===== config.mk =====
export PLATFORM = sky130hd
export DESIGN_NAME = three_level_feedback_queue_scheduler
export DESIGN_NICKNAME = d
export VERILOG_FILES = /design/src/design/mfq_pkg.sv /design/src/design/mfq_front.sv /design/src/design/mfq_back.sv /design/src/design/three_level_feedback_queue_scheduler.sv
export SDC_FILE = /design/constraint.sdc
export NUM_CORES = 2
export LEC_CHECK = 0
export ABC_AREA = 1
export BUFFER_PORTS_ARGS = -buffer_cell sky130_fd_sc_hd__buf_2
export CORE_AREA = 5 5 390 392
export CTS_CLUSTER_DIAMETER = 150
export CTS_CLUSTER_SIZE = 16
export DETAILED_ROUTE_END_ITERATION = 7
export DIE_AREA = 0 0 395 397
export MAX_ROUTING_LAYER = met4
export PLACE_DENSITY = 0.58
export SYNTH_ARGS = -nofsm -noshare
export SYNTH_HDL_FRONTEND = slang
export SYNTH_SLANG_ARGS = --single-unit

===== constraint.sdc =====
create_clock -name i_clk -period 8.4 [get_ports i_clk]
set_clock_uncertainty 0.2 [all_clocks]
set_input_delay 1.68 -clock i_clk [delete_from_list [all_inputs] [get_ports i_clk]]
set_output_delay 1.68 -clock i_clk [all_outputs]
set_load 0.05 [all_outputs]

===== src/design/mfq_pkg.sv =====
`default_nettype none
package mfq_pkg;

    // Operation codes of an input item.
    typedef enum logic [1:0] {
        OP_ENQ  = 2'd0,
        OP_DISP = 2'd1,
        OP_AGE  = 2'd2,
        OP_NOP  = 2'd3
    } t_op;

    // Result status codes.
    localparam logic [2:0] STAT_ENQ  = 3'd0;
    localparam logic [2:0] STAT_DISP = 3'd1;
    localparam logic [2:0] STAT_NONE = 3'd2;
    localparam logic [2:0] STAT_FULL = 3'd3;
    localparam logic [2:0] STAT_AGED = 3'd4;

    // Level codes.
    localparam logic [1:0] LVL_NONE = 2'd0;
    localparam logic [1:0] LVL_1    = 2'd1;
    localparam logic [1:0] LVL_2    = 2'd2;
    localparam logic [1:0] LVL_3    = 2'd3;

    // Priority bands.
    localparam logic [7:0] PRI_L3_MAX = 8'd49;
    localparam logic [7:0] PRI_L2_MIN = 8'd50;
    localparam logic [7:0] PRI_L2_MAX = 8'd99;
    localparam logic [7:0] PRI_L1_MIN = 8'd100;
    localparam logic [7:0] PRI_L1_MAX = 8'd149;

    // Configuration register indexes and reset values.
    localparam logic [1:0] REG_THRESH = 2'd0;
    localparam logic [1:0] REG_BOOST  = 2'd1;
    localparam logic [1:0] REG_INC    = 2'd2;
    localparam logic [15:0] RST_THRESH = 16'd400;
    localparam logic [5:0]  RST_BOOST  = 6'd10;
    localparam logic [15:0] RST_INC    = 16'd100;

    typedef struct packed {
        logic [15:0] thresh;
        logic [5:0]  boost;
        logic [15:0] inc;
    } t_cfg;

    // Classified command passed from the front to the back.
    typedef struct packed {
        t_op         op;
        logic [15:0] thread;
        logic [7:0]  prio;
        logic [19:0] burst;
        logic [1:0]  level;
    } t_cmd;

    typedef struct packed {
        logic [2:0]  status;
        logic [15:0] thread;
        logic [1:0]  level;
        logic [7:0]  prio;
    } t_res;

    typedef enum logic [1:0] {
        SM_IDLE,
        SM_SCAN,
        SM_DECIDE
    } t_state;

endpackage
`default_nettype wire


===== src/design/mfq_front.sv =====
`default_nettype none
module mfq_front (
    input  wire logic          i_clk,
    input  wire logic          i_rst_n,
    input  wire logic          i_in_valid,
    output logic               o_in_ready,
    input  wire logic [1:0]    i_op,
    input  wire logic [15:0]   i_thread_id,
    input  wire logic [7:0]    i_priority_req,
    input  wire logic [19:0]   i_remaining_burst,
    output logic               o_cmd_valid,
    output mfq_pkg::t_cmd      o_cmd,
    input  wire logic          i_cmd_pop
);

    mfq_pkg::t_cmd r_q [2];
    logic          r_wp, r_rp;
    logic [1:0]    r_cnt;
    mfq_pkg::t_cmd w_cmd;
    logic          w_push;

    // Classify the incoming item by its priority band.
    always_comb begin
        w_cmd.op     = mfq_pkg::t_op'(i_op);
        w_cmd.thread = i_thread_id;
        w_cmd.prio   = i_priority_req;
        w_cmd.burst  = i_remaining_burst;
        if (i_priority_req <= mfq_pkg::PRI_L3_MAX) begin
            w_cmd.level = mfq_pkg::LVL_3;
        end else if (i_priority_req <= mfq_pkg::PRI_L2_MAX) begin
            w_cmd.level = mfq_pkg::LVL_2;
        end else if (i_priority_req <= mfq_pkg::PRI_L1_MAX) begin
            w_cmd.level = mfq_pkg::LVL_1;
        end else begin
            w_cmd.level = mfq_pkg::LVL_NONE;
        end
    end

    assign o_in_ready  = (r_cnt != 2'd2);
    assign w_push      = i_in_valid && o_in_ready;
    assign o_cmd_valid = (r_cnt != 2'd0);
    assign o_cmd       = r_q[r_rp];

    // Two-entry queue between the front and the back.
    always_ff @(posedge i_clk) begin
        if (!i_rst_n) begin
            r_wp  <= 1'b0;
            r_rp  <= 1'b0;
            r_cnt <= 2'd0;
        end else begin
            if (w_push) begin
                r_wp <= ~r_wp;
            end
            if (i_cmd_pop) begin
                r_rp <= ~r_rp;
            end
            r_cnt <= r_cnt + {1'b0, w_push} - {1'b0, i_cmd_pop};
        end
        if (w_push) begin
            r_q[r_wp] <= w_cmd;
        end
    end

endmodule
`default_nettype wire


===== src/design/mfq_back.sv =====
`default_nettype none
module mfq_back #(
    parameter int MAX_THREADS = 16,
    localparam int IW = (MAX_THREADS > 1) ? $clog2(MAX_THREADS) : 1
) (
    input  wire logic          i_clk,
    input  wire logic          i_rst_n,
    input  wire mfq_pkg::t_cfg i_cfg,
    input  wire logic          i_cmd_valid,
    input  wire mfq_pkg::t_cmd i_cmd,
    output logic               o_cmd_pop,
    output logic               o_res_valid,
    input  wire logic          i_res_ready,
    output mfq_pkg::t_res      o_res
);

    localparam logic [IW-1:0] LAST_IDX = IW'(MAX_THREADS - 1);

    // Slot table.
    logic             r_valid [MAX_THREADS];
    logic [15:0]      r_thr   [MAX_THREADS];
    logic [7:0]       r_pri   [MAX_THREADS];
    logic [16:0]      r_wait  [MAX_THREADS];
    logic [19:0]      r_burst [MAX_THREADS];
    logic [1:0]       r_lvl   [MAX_THREADS];
    logic [15:0]      r_arr   [MAX_THREADS];
    logic [MAX_THREADS-1:0] r_seen, n_seen;

    // Control and best-candidate registers.
    mfq_pkg::t_state  r_state, n_state;
    mfq_pkg::t_op     r_op, n_op;
    logic [1:0]       r_lv, n_lv;
    logic [IW-1:0]    r_idx, n_idx;
    logic [15:0]      r_base, n_base;
    logic [15:0]      r_cnt_arr, n_cnt_arr;
    logic             r_have, n_have;
    logic [IW-1:0]    r_b_idx, n_b_idx;
    logic [15:0]      r_b_thr, n_b_thr;
    logic [7:0]       r_b_pri, n_b_pri;
    logic [16:0]      r_b_wait, n_b_wait;
    logic [19:0]      r_b_burst, n_b_burst;
    logic [15:0]      r_b_arr, n_b_arr;
    logic             r_res_valid;
    mfq_pkg::t_res    r_res, n_res;
    logic             w_res_load;

    // Table write controls.
    logic             w_enq_wr, w_disp_clr, w_age_wr;
    logic [7:0]       w_age_pri;
    logic [16:0]      w_age_wait;
    logic [1:0]       w_age_lvl;
    logic [15:0]      w_age_arr;

    logic             w_out_free;
    logic             w_free_found;
    logic [IW-1:0]    w_free_idx;
    logic             w_cand, w_better, w_take;
    logic [15:0]      w_age_c, w_age_b;
    logic [16:0]      w_wsum;
    logic [8:0]       w_psum;
    logic [7:0]       w_psat;
    logic             w_fire;

    assign w_out_free  = !r_res_valid || i_res_ready;
    assign o_res_valid = r_res_valid;
    assign o_res       = r_res;

    // Lowest free slot for an enqueue.
    always_comb begin
        w_free_found = 1'b0;
        w_free_idx   = '0;
        for (int i = MAX_THREADS - 1; i >= 0; i--) begin
            if (!r_valid[i]) begin
                w_free_found = 1'b1;
                w_free_idx   = IW'(i);
            end
        end
    end

    // Compare the scanned slot against the best one found so far.
    always_comb begin
        w_cand  = r_valid[r_idx] && (r_lvl[r_idx] == r_lv) && !r_seen[r_idx];
        w_age_c = r_base - r_arr[r_idx];
        w_age_b = r_base - r_b_arr;
        if (r_lv == mfq_pkg::LVL_1 && r_burst[r_idx] != r_b_burst) begin
            w_better = r_burst[r_idx] < r_b_burst;
        end else if (r_lv == mfq_pkg::LVL_2 && r_thr[r_idx] != r_b_thr) begin
            w_better = r_thr[r_idx] < r_b_thr;
        end else begin
            w_better = w_age_c > w_age_b;
        end
        w_take = w_cand && (!r_have || w_better);
    end

    // Aging arithmetic on the chosen entry.
    always_comb begin
        w_wsum = r_b_wait + {1'b0, i_cfg.inc};
        w_psum = {1'b0, r_b_pri} + {3'b000, i_cfg.boost};
        w_psat = w_psum[8] ? 8'hFF : w_psum[7:0];
        w_fire = w_wsum > {1'b0, i_cfg.thresh};
        w_age_wait = w_fire ? 17'd0 : w_wsum;
        w_age_pri  = w_fire ? w_psat : r_b_pri;
        w_age_lvl  = r_lv;
        w_age_arr  = r_b_arr;
        if (w_fire && r_lv == mfq_pkg::LVL_3 && w_psat >= mfq_pkg::PRI_L2_MIN
                && w_psat <= mfq_pkg::PRI_L2_MAX) begin
            w_age_lvl = mfq_pkg::LVL_2;
            w_age_arr = r_cnt_arr;
        end else if (w_fire && r_lv == mfq_pkg::LVL_2 && w_psat >= mfq_pkg::PRI_L1_MIN) begin
            w_age_lvl = mfq_pkg::LVL_1;
            w_age_arr = r_cnt_arr;
        end
    end

    // Next state.
    always_comb begin
        n_state = r_state;
        case (r_state)
            mfq_pkg::SM_IDLE: begin
                if (i_cmd_valid && w_out_free
                        && (i_cmd.op == mfq_pkg::OP_DISP || i_cmd.op == mfq_pkg::OP_AGE)) begin
                    n_state = mfq_pkg::SM_SCAN;
                end
            end
            mfq_pkg::SM_SCAN: begin
                if (r_idx == LAST_IDX) begin
                    n_state = mfq_pkg::SM_DECIDE;
                end
            end
            mfq_pkg::SM_DECIDE: begin
                if (r_op == mfq_pkg::OP_DISP) begin
                    n_state = (!r_have && r_lv != mfq_pkg::LVL_3) ?
                              mfq_pkg::SM_SCAN : mfq_pkg::SM_IDLE;
                end else begin
                    n_state = (r_have || r_lv == mfq_pkg::LVL_3) ?
                              mfq_pkg::SM_SCAN : mfq_pkg::SM_IDLE;
                end
            end
            default: n_state = mfq_pkg::SM_IDLE;
        endcase
    end

    // Datapath controls per state.
    always_comb begin
        n_op      = r_op;
        n_lv      = r_lv;
        n_idx     = r_idx;
        n_base    = r_base;
        n_cnt_arr = r_cnt_arr;
        n_have    = r_have;
        n_seen    = r_seen;
        n_b_idx   = r_b_idx;
        n_b_thr   = r_b_thr;
        n_b_pri   = r_b_pri;
        n_b_wait  = r_b_wait;
        n_b_burst = r_b_burst;
        n_b_arr   = r_b_arr;
        n_res     = '{status: mfq_pkg::STAT_NONE, thread: 16'd0,
                      level: mfq_pkg::LVL_NONE, prio: 8'd0};
        w_res_load = 1'b0;
        o_cmd_pop  = 1'b0;
        w_enq_wr   = 1'b0;
        w_disp_clr = 1'b0;
        w_age_wr   = 1'b0;
        case (r_state)
            mfq_pkg::SM_IDLE: begin
                if (i_cmd_valid && w_out_free) begin
                    o_cmd_pop = 1'b1;
                    n_op      = i_cmd.op;
                    n_idx     = '0;
                    n_have    = 1'b0;
                    n_seen    = '0;
                    n_base    = r_cnt_arr;
                    case (i_cmd.op)
                        mfq_pkg::OP_ENQ: begin
                            w_res_load = 1'b1;
                            n_res.status = mfq_pkg::STAT_ENQ;
                            if (i_cmd.level != mfq_pkg::LVL_NONE) begin
                                if (w_free_found) begin
                                    w_enq_wr    = 1'b1;
                                    n_cnt_arr   = r_cnt_arr + 16'd1;
                                    n_res.level = i_cmd.level;
                                end else begin
                                    n_res.status = mfq_pkg::STAT_FULL;
                                end
                            end
                        end
                        mfq_pkg::OP_DISP: n_lv = mfq_pkg::LVL_1;
                        mfq_pkg::OP_AGE:  n_lv = mfq_pkg::LVL_3;
                        default:          w_res_load = 1'b1;
                    endcase
                end
            end
            mfq_pkg::SM_SCAN: begin
                if (w_take) begin
                    n_have    = 1'b1;
                    n_b_idx   = r_idx;
                    n_b_thr   = r_thr[r_idx];
                    n_b_pri   = r_pri[r_idx];
                    n_b_wait  = r_wait[r_idx];
                    n_b_burst = r_burst[r_idx];
                    n_b_arr   = r_arr[r_idx];
                end
                n_idx = (r_idx == LAST_IDX) ? '0 : r_idx + IW'(1);
            end
            mfq_pkg::SM_DECIDE: begin
                n_have = 1'b0;
                n_idx  = '0;
                if (r_op == mfq_pkg::OP_DISP) begin
                    if (r_have) begin
                        w_disp_clr  = 1'b1;
                        w_res_load  = 1'b1;
                        n_res = '{status: mfq_pkg::STAT_DISP, thread: r_b_thr,
                                  level: r_lv, prio: r_b_pri};
                    end else if (r_lv != mfq_pkg::LVL_3) begin
                        n_lv = r_lv + 2'd1;
                    end else begin
                        w_res_load = 1'b1;
                    end
                end else begin
                    if (r_have) begin
                        w_age_wr = 1'b1;
                        n_seen[r_b_idx] = 1'b1;
                        if (w_age_lvl != r_lv) begin
                            n_cnt_arr = r_cnt_arr + 16'd1;
                        end
                    end else if (r_lv == mfq_pkg::LVL_3) begin
                        n_lv   = mfq_pkg::LVL_2;
                        n_seen = '0;
                        n_base = r_cnt_arr;
                    end else begin
                        w_res_load   = 1'b1;
                        n_res.status = mfq_pkg::STAT_AGED;
                    end
                end
            end
            default: ;
        endcase
    end

    // Control registers and the result register.
    always_ff @(posedge i_clk) begin
        if (!i_rst_n) begin
            r_state     <= mfq_pkg::SM_IDLE;
            r_cnt_arr   <= 16'd0;
            r_res_valid <= 1'b0;
            r_have      <= 1'b0;
            r_idx       <= '0;
            for (int i = 0; i < MAX_THREADS; i++) begin
                r_valid[i] <= 1'b0;
            end
        end else begin
            r_state   <= n_state;
            r_cnt_arr <= n_cnt_arr;
            r_have    <= n_have;
            r_idx     <= n_idx;
            if (w_res_load) begin
                r_res_valid <= 1'b1;
            end else if (i_res_ready) begin
                r_res_valid <= 1'b0;
            end
            if (w_enq_wr) begin
                r_valid[w_free_idx] <= 1'b1;
            end
            if (w_disp_clr) begin
                r_valid[r_b_idx] <= 1'b0;
            end
        end
        r_op      <= n_op;
        r_lv      <= n_lv;
        r_base    <= n_base;
        r_seen    <= n_seen;
        r_b_idx   <= n_b_idx;
        r_b_thr   <= n_b_thr;
        r_b_pri   <= n_b_pri;
        r_b_wait  <= n_b_wait;
        r_b_burst <= n_b_burst;
        r_b_arr   <= n_b_arr;
        if (w_res_load) begin
            r_res <= n_res;
        end
    end

    // Slot payload writes.
    always_ff @(posedge i_clk) begin
        if (w_enq_wr) begin
            r_thr[w_free_idx]   <= i_cmd.thread;
            r_pri[w_free_idx]   <= i_cmd.prio;
            r_wait[w_free_idx]  <= 17'd0;
            r_burst[w_free_idx] <= i_cmd.burst;
            r_lvl[w_free_idx]   <= i_cmd.level;
            r_arr[w_free_idx]   <= r_cnt_arr;
        end else if (w_age_wr) begin
            r_pri[r_b_idx]  <= w_age_pri;
            r_wait[r_b_idx] <= w_age_wait;
            r_lvl[r_b_idx]  <= w_age_lvl;
            r_arr[r_b_idx]  <= w_age_arr;
        end
    end

endmodule
`default_nettype wire


===== src/design/three_level_feedback_queue_scheduler.sv =====
// Three-level ready-thread scheduler with a table of MAX_THREADS slots. With
// the engine idle, an enqueue's result is loaded into the result register as
// the engine takes it from the queue. A dispatch scans the slot table one
// slot per cycle for each level it tries, from level 1 down to level 3.
// An aging tick picks one entry per scan of the table, for the entries in
// levels 3 and 2. A two-entry queue accepts new items while the engine
// works, and the result register holds a finished result until it is taken.
// Configuration must be written only while idle; the block itself does not
// enforce this.
`default_nettype none
module three_level_feedback_queue_scheduler #(
    parameter int MAX_THREADS = 16
) (
    input  wire logic        i_clk,
    input  wire logic        i_rst_n,
    input  wire logic        i_cfg_we,
    input  wire logic [1:0]  i_cfg_idx,
    input  wire logic [15:0] i_cfg_data,
    input  wire logic        i_in_valid,
    output logic             o_in_ready,
    input  wire logic [1:0]  i_op,
    input  wire logic [15:0] i_thread_id,
    input  wire logic [7:0]  i_priority_req,
    input  wire logic [19:0] i_remaining_burst,
    output logic             o_out_valid,
    input  wire logic        i_out_ready,
    output logic [2:0]       o_status,
    output logic [15:0]      o_chosen_thread,
    output logic [1:0]       o_chosen_level,
    output logic [7:0]       o_chosen_priority
);

    mfq_pkg::t_cfg r_cfg;
    mfq_pkg::t_cmd w_cmd;
    mfq_pkg::t_res w_res;
    logic          w_cmd_valid, w_cmd_pop;

    // Configuration registers.
    always_ff @(posedge i_clk) begin
        if (!i_rst_n) begin
            r_cfg.thresh <= mfq_pkg::RST_THRESH;
            r_cfg.boost  <= mfq_pkg::RST_BOOST;
            r_cfg.inc    <= mfq_pkg::RST_INC;
        end else if (i_cfg_we) begin
            case (i_cfg_idx)
                mfq_pkg::REG_THRESH: r_cfg.thresh <= i_cfg_data;
                mfq_pkg::REG_BOOST:  r_cfg.boost  <= i_cfg_data[5:0];
                mfq_pkg::REG_INC:    r_cfg.inc    <= i_cfg_data;
                default: ;
            endcase
        end
    end

    mfq_front u_front (
        .i_clk             (i_clk),
        .i_rst_n           (i_rst_n),
        .i_in_valid        (i_in_valid),
        .o_in_ready        (o_in_ready),
        .i_op              (i_op),
        .i_thread_id       (i_thread_id),
        .i_priority_req    (i_priority_req),
        .i_remaining_burst (i_remaining_burst),
        .o_cmd_valid       (w_cmd_valid),
        .o_cmd             (w_cmd),
        .i_cmd_pop         (w_cmd_pop)
    );

    mfq_back #(.MAX_THREADS(MAX_THREADS)) u_back (
        .i_clk       (i_clk),
        .i_rst_n     (i_rst_n),
        .i_cfg       (r_cfg),
        .i_cmd_valid (w_cmd_valid),
        .i_cmd       (w_cmd),
        .o_cmd_pop   (w_cmd_pop),
        .o_res_valid (o_out_valid),
        .i_res_ready (i_out_ready),
        .o_res       (w_res)
    );

    assign o_status          = w_res.status;
    assign o_chosen_thread   = w_res.thread;
    assign o_chosen_level    = w_res.level;
    assign o_chosen_priority = w_res.prio;

endmodule
`default_nettype wire


### Yosys cells after proc, flatten, opt, wreduce, memory -nomap -nowiden

Memories as Yosys holds them, arrays and structs flattened. A register that Yosys moved wholly into a read port is not among the register bits.
Cells that the tools add are included.

| storage, ports and cells | value |
|---|---|
| output and inout port bits | 31 |
| bits in read-only memories | 0 |
| word-level logic and storage cells | 305 |
| bits in writable memories | 1376 |
| memories kept | 8 |
| latch bits | 0 |
| flip-flop bits (word level) | 187 |
| input bits | 69 |

| operators by class | value |
|---|---|
| divide/modulo/power cells | 0 |
| add/subtract/negate cells | 9 |
| equal/unequal tests | 33 |
| shift operators | 0 |
| reduce and logical (&&, ||, !) cells | 50 |
| muxes and demuxes | 166 |
| bitwise logic cells | 3 |
| multiply operators | 0 |
| $lt $le $gt $ge | 13 |

Memory list:

| name | words | width | read ports | clocked after memory_dff | wr ports | RTL line | text |
|---|---|---|---|---|---|---|---|
| u_back.r_burst | 16 | 20 | 1 | 1 | 1 | mfq_back.sv:24 | `logic [19:0] r_burst [MAX_THREADS];` |
| u_back.r_wait | 16 | 17 | 1 | 1 | 1 | mfq_back.sv:23 | `logic [16:0] r_wait [MAX_THREADS];` |
| u_back.r_arr | 16 | 16 | 1 | 1 | 1 | mfq_back.sv:26 | `logic [15:0] r_arr [MAX_THREADS];` |
| u_back.r_thr | 16 | 16 | 1 | 1 | 1 | mfq_back.sv:21 | `logic [15:0] r_thr [MAX_THREADS];` |
| u_back.r_pri | 16 | 8 | 1 | 1 | 1 | mfq_back.sv:22 | `logic [7:0] r_pri [MAX_THREADS];` |
| u_front.r_q | 2 | 48 | 1 | 1 | 1 | mfq_front.sv:16 | `mfq_pkg::t_cmd r_q [2];` |
| +2 memories | -- | -- | -- | -- | -- | -- |  |

Operators with widths:

| kind | number |
|---|---|
| $mux 16 | 18 |
| $mux 4 | 34 |
| $pmux 16 s2 | 3 |
| $mux 1 | 69 |
| $mux 2 | 19 |
| $mux 17 | 2 |
| $sub 16x16->16 | 2 |
| $mux 28 | 1 |
| $mux 8 | 3 |
| $lt 20x20->1 | 1 |
| $ne 20x20->1 | 1 |
| $mux 3 | 6 |
| $ne 2x1->1 const B | 9 |
| $add 17x16->17 | 1 |
| $gt 17x16->1 | 1 |
| $reduce_or 17->1 | 1 |
| $add 16x1->16 const B | 1 |
| $gt 16x16->1 | 1 |
| $le 8x7->1 const B | 2 |
| $lt 16x16->1 | 1 |
| $ne 16x16->1 | 1 |
| $or 16x16->16 | 1 |
| $reduce_or 16->1 | 1 |
| $logic_and 1x1->1 | 15 |
| other kinds (43) | 80 |

### Longest topological paths before layout

An unclocked memory read counts as a cell.

| logic depth | value |
|---|---|
| depth after elaboration | 28 |
| mapped depth | 42 |
| mapped depth without buffers | 37 |

### Cells and area by module

Synthesis repeated with hierarchy kept, for this count alone.

| unflattened totals | value |
|---|---|
| cell total of the unflattened synthesis | 5366 |
| area, all modules | 66666.4 µm² |

Modules (own cells, without submodules):

| module | seq. area each (µm²) | area each (µm²) | cells an instance | times used |
|---|---|---|---|---|
| mfq_back | 43221.5 | 61218.7 | 4930 | 1 |
| mfq_front | 2982.9 | 3856.2 | 204 | 1 |
| three_level_feedback_queue_scheduler | 760.7 | 1591.5 | 232 | 1 |

### Worst setup path after synthesis

No wires, ideal clock.

| path | value |
|---|---|
| path kind | register to register |
| start | reg (tool-made name) |
| end | reg u_back.r_b_arr[0], read port of u_back.r_arr (enable) |
| required time | 7.765 ns |
| path buffers | 5 |
| cell stages (with the launch flop) | 40 |
| setup slack | 1.464 ns |
| library setup time | 0.435 ns |
| arrival | 6.301 ns |
| period minus slack after synthesis | 6.936 ns |
| cell sequence | dfxtp_1 buf_2 clkbuf_1 clkbuf_1 clkbuf_1 clkbuf_1 nor2_1 o221ai_1 nand3_1 nand2_1 ha_1 inv_1 fa_1 nand3_1 nand2_1 nand2_1 o211ai_1 nand2_1 [4 not listed] o21bai_1 nand2_1 nand2_1 a21oi_1 xor2_1 ha_1 nand2_1 inv_1 nand3_1 inv_1 nand4_1 a31oi_1 o21ai_0 nand2_1 nand2_1 o211ai_1 nand3_1 inv_1 |

RTL lines:

| what | RTL line | text |
|---|---|---|
| to (decl) | mfq_back.sv:42 | `logic [15:0] r_b_arr, n_b_arr;` |

==> flow_summary.toml <==
[die]
die_h_um = 397
start_util = 0.445
rows = 142
die_x_um = 395
io_pins = 100
fp.coreArea_mm2 = 0.149
die_area_mm2 = 0.157

[setup_path]
path_class = "reg -> reg"
crit_top_cell = "o21ai_0"
critPathSlowestCell = "inv_6"
worstPathRequired_ns = 8.62
end_kind = "register"
crit_path_max_incr_delay_ns = 0.76
start_kind = "register"
cp.arrival_ns = 7.05
cp_max_fo = 102

[global_routing]
grt_max_degree = 212
grt_overflow = 0
grt_use_met2 = 0.364
grt_pass1_wl_um = 262000
grtUsageMet3 = 0.0318
grt_pass1_vias = 40300
grt.total_usage = 0.228
use_met1 = 0.307
gr-max-usage-layer = "met2"
antenna_found_initial = 17

[drt]
ant_nets = 0
vias_per_cell = 5.81
vias = 42100
dr.pass1.iters = 6
drt-initial-drc-count = 4522
routedWlPerCell_um = 24.6
wirelength_um = 178000
drc_errors = 0

[sta]
layout_min_cycle_time_ns = 6.83
drv_slew = 0
hold_violations = 0
relSlewSlack = 0.0642
fin_ws_ns = 1.57
worstMarginPinSlew_ns = 1.40
rsz0062_at_grt = "false"
setup_violations = 0
setup-tns-final_ns = 0
holdWs_ns = 0.270
fmax_ghz = 0.146
timing.final.crit_share = 0.813

[power]
total_power_mw = 18.8
p_leak_nw = 23.2
ir_worst_vdd_mv = 0.199
power_density_mw_per_mm2 = 261

[clock_tree]
cts_root_buf = "clkbuf_16"
cts_setup_buffers = 0
clockBufferDepth = 3
numClockSinks = 1593
h-tree-depth = 3
cts_tree = "done"
clk_pin_slew_ns = 0.08
cts_resized = 0
clk_latency_ns = 0.75
cts_hold_buf = 0
cts_buffers = 109

[placed_design]
gp_congestion = 0.836
dp_slack_ns = 1.60
hpwl_um = 99000
post-place-cells = 7082
placement.io_buffers = 99
dpl_cell_area_mm2 = 0.0690

[synth]
synth_top_area_share = 0.684
syn_area_mm2 = 0.0661
syn_inst = 5230
yosysSeqAreaShare = 0.710
synth-seq-cells = 1593
yosysTopAreaCell = "edfxtp_1"
synth_cell_types = 57
syn_avg_cell_area_um2 = 12.6
synth_area_leaders = "edfxtp_1, o21ai_0, nor2_1"
yosysWarnings = 0

[worst_hold_path]
hold_class = "reg -> reg"

[finish]
final_common_cell = "edfxtp_1"
fin_cells = 7244
finalNetCount = 5454
drive_above_1_share = 0.0869
area_delta_synth_final_pct = 8.99
design_area_mm2 = 0.0721
final_util = 0.485
final_cell_mix = "edfxtp_1, nor2_1, o21ai_0, nand2_1, inv_1"
nFillCells = 13000

[status]
status = "finished clean"

[run]
maxCapViolations = 0
## area by class of cell
type	count	area, um2	area share
diodes	5	12.5	0.000174
clock buffers	148	2870	0.0399
clock inverters	8	146	0.00203
inverters	272	1040	0.0145
multi-input cells	3082	17300	0.240
flip-flops and latches	1593	47000	0.652
well taps	1944	2430	0.0337
repair buffers	192	1260	0.0174
## routing by layer
layer  up-vias  routed length, um
met5         -                  0
met4         0               5720
met3       302              12300
met2      1581              84100
met1     20900              75800
li1      19300                  -
## flip-flops by register name (all words and copies together), names as in the netlist, 2 cells and up, named ones only
register and flops:
u_back.r_b_burst 20, u_back.r_wait 272, u_back.r_pri 128, u_back.r_b_idx 4
r_cfg 38, u_front.r_q 96, u_back.r_base 16, u_back.r_valid 16
u_back.r_thr 256, u_back.o_res 29, u_back.r_state 2, u_back.r_cnt_arr 16
u_back.r_b_pri 8, u_back.r_lv 2, u_back.r_op 2, u_back.r_b_thr 16
u_front.r_cnt 2, u_back.r_b_wait 17, u_back.r_burst 320, u_back.r_arr 256
u_back.r_b_arr 16, u_back.r_lvl 32, u_back.r_idx 4, u_back.r_seen 16
## power breakdown
group / total [mW] / internal, mW / switching (mW)
registers: 9.63 / 9.41 / 0.218
clock network: 5.03 / 2.39 / 2.64
logic: 4.17 / 1.19 / 2.97
total: 18.8 / 13.0 / 5.83
## critical path, delay by kind of cell, from the launching register on
family,cells,cell delay [ns]
AO/OA/AOI/OAI,11,2.19
XOR/XNOR,1,0.18
adder cells (fa/ha/maj),2,0.59
buffers and inverters,5,1.64
flip-flops,1,0.60
AND/OR/NAND/NOR,10,1.08
## cells in the mapped netlist, drive strengths merged
cell type,n
o21a,5
o31ai,3
conb,1
xnor2,16
o221ai,232
a21oi,152
nand4,23
mux2,36
nand3,163
a31o,2
dfxtp,87
nor3,19
clkbuf,271
a31oi,12
fa,4
or2,1
a2111oi,1
o22ai,95
a22oi,1
o2111ai,2
ha,131
o21ai,752
a21boi,2
mux2i,11
inv,266
and2,1
buf,27
clkinv,6
nor2,854
a21o,5
nor3b,2
edfxtp,1506
nor4,8
nand3b,6
xor2,44
and3,1
nand2,374
o32ai,4
a221oi,3
o211ai,95
a32oi,1
o21bai,5
## logic make-up (layout without fill, tap and decap cells)
group | after synthesis | count (layout) | synth area share
DFF | 1593 | 1593 | 0.710
AOI/OAI and AO/OA | 1372 | 1372 | 0.125
other | 1 | 21 | 0.0000567
xor gates and xnor gates | 60 | 60 | 0.00795
buffers and inverters | 570 | 620 | 0.0330
muxes | 47 | 47 | 0.00779
adders and majority gates | 135 | 135 | 0.0260
and+or+nand+nor | 1452 | 1452 | 0.0899
## worst paths after layout
| path | start | endpoint | slack [ns] | cells past startpoint |
|---|---|---|---|---|
| worst min-delay path | r_cfg[23]$_SDFFE_PN0P_ | r_cfg[23]$_SDFFE_PN0P_ | 0.27 | 2 |
| worst max-delay path | register | u_back.r_b_arr[11]$_DFFE_PP_ | 1.57 | 29 |
| worst min register to register | r_cfg[23]$_SDFFE_PN0P_ | r_cfg[23]$_SDFFE_PN0P_ | 0.27 | 2 |
| worst max register to register | register | u_back.r_b_arr[11]$_DFFE_PP_ | 1.57 | 29 |
No activity file was read; power rests on OpenSTA's default activity.
